$ cat src/rtl/lottery_ticket_scheduler_core_assert.svh
// ----------------------------------------------------------------------------
// Lottery ticket scheduler assertion macros
// Concurrent checks on i_clk, off while i_rst_n is low; empty for synthesis.
// ----------------------------------------------------------------------------
`ifndef LOTTERY_TICKET_SCHEDULER_CORE_ASSERT_SVH
`define LOTTERY_TICKET_SCHEDULER_CORE_ASSERT_SVH

`ifndef SYNTHESIS
// same-cycle implication
`define LTS_ASSERT_NOW(label, ante, cons) \
    label: assert property (@(posedge i_clk) disable iff (!i_rst_n) \
        (ante) |-> (cons)) else $error("lts assertion failed");
// next-cycle implication
`define LTS_ASSERT_NEXT(label, ante, cons) \
    label: assert property (@(posedge i_clk) disable iff (!i_rst_n) \
        (ante) |=> (cons)) else $error("lts assertion failed");
`else
`define LTS_ASSERT_NOW(label, ante, cons)
`define LTS_ASSERT_NEXT(label, ante, cons)
`endif

`endif

$ cat src/rtl/lts_ram.sv
// ----------------------------------------------------------------------------
// lts_ram
// Simple dual-port RAM, one write and one read port, registered read.
// ----------------------------------------------------------------------------
module lts_ram #(
    parameter int WIDTH = 8,
    parameter int DEPTH = 16
) (
    input  logic                                     i_clk,
    input  logic                                     i_wr_en,
    input  logic [((DEPTH > 1) ? $clog2(DEPTH) : 1)-1:0] i_wr_addr,
    input  logic [WIDTH-1:0]                         i_wr_data,
    input  logic                                     i_rd_en,
    input  logic [((DEPTH > 1) ? $clog2(DEPTH) : 1)-1:0] i_rd_addr,
    output logic [WIDTH-1:0]                         o_rd_data
);

    logic [WIDTH-1:0] r_mem [DEPTH];
    logic [WIDTH-1:0] r_rd_data;

    always_ff @(posedge i_clk) begin
        if (i_wr_en) begin
            r_mem[i_wr_addr] <= i_wr_data;
        end
        // read data holds until the next read
        if (i_rd_en) begin
            r_rd_data <= r_mem[i_rd_addr];
        end
    end

    assign o_rd_data = r_rd_data;

endmodule

$ cat config.mk
export PLATFORM = sky130hd
export DESIGN_NAME = lts_ram
export DESIGN_NICKNAME = d
export VERILOG_FILES = /design/src/rtl/lottery_ticket_scheduler_core_assert.svh /design/src/rtl/lts_ram.sv
export SDC_FILE = /design/constraint.sdc
export NUM_CORES = 1
export LEC_CHECK = 0
export ABC_CLOCK_PERIOD_IN_PS = 3400
export BUFFER_PORTS_ARGS = -buffer_cell sky130_fd_sc_hd__buf_4
export CAP_MARGIN = 20
export CORE_ASPECT_RATIO = 1.1
export CORE_MARGIN = 1
export CORE_UTILIZATION = 25
export CTS_CLUSTER_SIZE = 8
export DETAILED_ROUTE_END_ITERATION = 16
export PLACE_DENSITY = 0.37
export SYNTH_ARGS = -nofsm -noshare
export SYNTH_HDL_FRONTEND = slang
export SYNTH_SLANG_ARGS = --single-unit
$ cat constraint.sdc
create_clock -name i_clk -period 3.4 [get_ports i_clk]
set_input_delay 0.68 -clock i_clk [delete_from_list [all_inputs] [get_ports i_clk]]
set_output_delay 0.68 -clock i_clk [all_outputs]
set_load 0.02 [all_outputs]
==> metrics.md <==
| Metric | Value |
|---|---|
| Status | finished clean |
| Period Utilization, post-route | 61.3% |
| Worst R2R Start | r_mem[3][6] |
| Syn. warnings | 0 |
| Post-CTS Hold Buffers | 0 |
| Most frequent CP cell | buf_4 |
| Mapped Area | between 5000 and 6000 um2 |
| Vias/cell | roughly 4.4 |
| Final TNS setup | 0 ns |
| Die Height | about 150 um |
| Root cell of the clock tree | clkbuf_16 |
| Slew Viols, Final | 0 |
| Synth area leaders | edfxtp_1 (78%), mux4_2 (7.8%), mux4_1 (7.0%) |
| Endpoints failing setup | 0 |
| Crit path cell chain | buf_4, buf_4, mux4_2, a22oi_1, nand2_1 |
| CTS sink count | roughly 140 |
| Mux cell area share after synthesis | 14.8% |
| Crit start category | primary input |
| PwrDens | ~630 nW/um2 |
| Placed cells | 520 |
| Worst reg2reg path endpoint | o_rd_data[6] |
| CTS tree | yes |
| Worst hold slack | between 0.5 and 0.6 ns |
| Met3 GRT Util | ~4.0% |
| Slew headroom | around 47% |
| Commonest non-fill, non-tap cells in the layout | edfxtp_1 (136), buf_4 (45), mux4_2 (18) |
| Slew @ Worst Pin | ~0.80 ns |
| CP Data Arrival Time | around 2.2 ns |
| Compound-Gate Fraction of Synth Area | approximately 2.3% |
| Post-Layout Inst Area | 6430 um2 |
| RSZ-0062 raised after global routing | no |
| Synth Area in Simple Gates | around 3.1% |
| Synthesized net count | 248 |
| Grt met1 use | between 10% and 20% |
| Sequential share of the synthesized area | approximately four fifths |
| Final Instance Count excl. Fillers | 551 |
| Fmax achieved | 0.479 GHz |
| Post-cts gate resize count | 0 |
| Post-DP HPWL | a little over 7 mm |
| Vias in the first global route | ~2500 |
| Global route hottest layer | met2 |
| Area grow syn2layout | 23.0% |
| Maximum vdd drop | between 0.0003 and 0.0004 V |
| Most common cell after layout, fill and taps aside | edfxtp_1 |
| Mapped Cells | 229 |
| Via count | around 2400 |
| Tmin final | ~2.1 ns |
| Hold Path Class | in2reg |
| Footprint of the multi-input gates | between 1000 and 1500 um2 |
| DRC Markers | 0 |
| Io pins | 27 |
| Final Hold Fails | 0 |
| Port bufs | 26 |
| Die area | around 21000 um2 |
| Clk buf depth | 2 |
| Crit Path Max Fanout | 21 |
| Total global routing track utilization | 11.6% |
| Unique cell type count in the Yosys netlist | 18 |
| WHS Endpoint | o_rd_data[4] |
| Worst EP required | between 3 and 4 ns |
| Crit path kind | in2reg |
| Grt ovf | 0 |
| Skew final | around 0.0058 ns |
| Initial Utilization | approximately a quarter |
| Post-Synth XOR/XNOR Area | 0% |
| Largest family of logic cells by synthesized area | multiplexers |
| First-pass detailed-route iteration total | 4 |
| Post-CTS setup buffers | 0 |
| # diodes | 0 |
| CP max stage cell | mux4_2 |
| Static Leak | 2.13 nW |
| Clock-pin transition on the worst setup and hold timing paths | ~0.060 ns |
| CP peak stage delay | 0.52 ns |
| Die width | 140 um |
| Nets@finish | 302 |
| Storage cell area | just over 4000 um2 |
| Share of Yosys cell area claimed by the top area cell type | just under 80% |
| Placed cell areas | just under 6000 um2 |
| Site Rows | 55 |
| Hold path start | i_rd_en |
| Hold Crit Depth | 1 |
| Filler instances | 1967 |
| Worst setup EP type | register |
| Post-synth top area cell | edfxtp_1 |
| Core area | between 20000 and 25000 um2 |
| Post-DRT Antenna Nets | 0 |
| Clk Latency, worst-skew pair | around 0.4 ns |
| GP Congestion | 0.687 |
| Layout Utilization | 31.4% |
| DRT iter0 DRCs | around 190 |
| Initial antenna violation count | 0 |
| CTS H-tree depth | 4 |
| Met2 Use GR | 17.6% |
| WL final | roughly 12 mm |
| Max-cap violations | 0 |
| Ratio of cells with drive above 1 in the final layout | about a third |
| Number of synthesized register bits | ~140 |
| TritonCTS Buffers | 17 |
| Wire length per cell | roughly 21 um |
| Adder-Cell Fraction of Synth Area | 0% |
| Global-route wire length before repair | between 15 and 20 mm |
| Reg2reg path depth | 3 |
| Reg2Reg Setup Slack | about 1.9 ns |
| Synthesized area per cell | 22.8 um2 |
| Largest net degree at the start of global routing | 33 |
==> cell type report <==
cell class              instances  area share [%]
flip-flops and latches        136            63.5
multi-input cells              83            16.4
clock buffers                  18            6.67
repair buffers                 45            5.25
well taps                     256            4.98
clock inverters                13            3.17
==> cell usage after synthesis <==
cell type	instances
edfxtp_1	136
mux4_2	18
a22oi_1	16
mux4_1	14
nor2_1	13
nand2_1	9
nor3_1	4
buf_2	3
buf_6	3
clkdlybuf4s25_2	3
nand2b_1	2
nand3b_1	2
and2_1	1
and2b_1	1
buf_4	1
nand3_1	1
nor2b_1	1
or3b_2	1
==> per-layer routing <==
metal,vias to the layer above,share of wire (%)
li1,1086,-
met1,1246,47
met4,0,1.2
met2,63,47
met3,11,4.6
met5,-,0
==> critical path, delay by kind of cell <==
kind,cells,cell delay (ns)
AND/OR/NAND/NOR,1,0.07
multiplexers,1,0.52
buffers and inverters,2,0.68
AO/OA/AOI/OAI,1,0.27
==> power breakdown <==
group / switching (mW) / internal (mW)
sequential: 0.00994 / 1.89
clock: 0.671 / 1.29
combinational: 0.113 / 0.0816
total: 0.794 / 3.26
==> registers in the layout, indices dropped and copies added, names as in the netlist <==
name / count
o_rd_data: 8
r_mem: 128
==> kinds of logic after synthesis <==
| logic type | Yosys count |
|---|---|
| AOI/OAI and AO/OA | 16 |
| buffers and inverters | 10 |
| DFF | 136 |
| muxes | 32 |
| and+or+nand+nor | 35 |
==> worst max-delay path by stage <==
stage / from / slack, ns / to
after floorplan: i_wr_addr[2] / 1.23 / r_mem[0][0]
after global placement: i_rd_addr[0] / 0.83 / o_rd_data[7]
after detailed placement: i_rd_addr[0] / 0.83 / o_rd_data[7]
after CTS: i_rd_addr[0] / 1.27 / o_rd_data[7]
after global routing: i_rd_addr[0] / 1.20 / o_rd_data[5]
final: i_rd_addr[0] / 1.31 / o_rd_data[7]
==> stage by stage <==
step / setup slack [ns] / total power, mW
2_1_floorplan: 1.23 / 2.04
3_3_place_gp: 0.829 / 2.14
3_5_place_dp: 0.825 / 2.14
4_1_cts: 1.27 / 4.11
5_1_grt: 1.20 / 4.19
6_report: 1.31 / 4.06
Note: power is estimated with default switching activity, not from simulation.
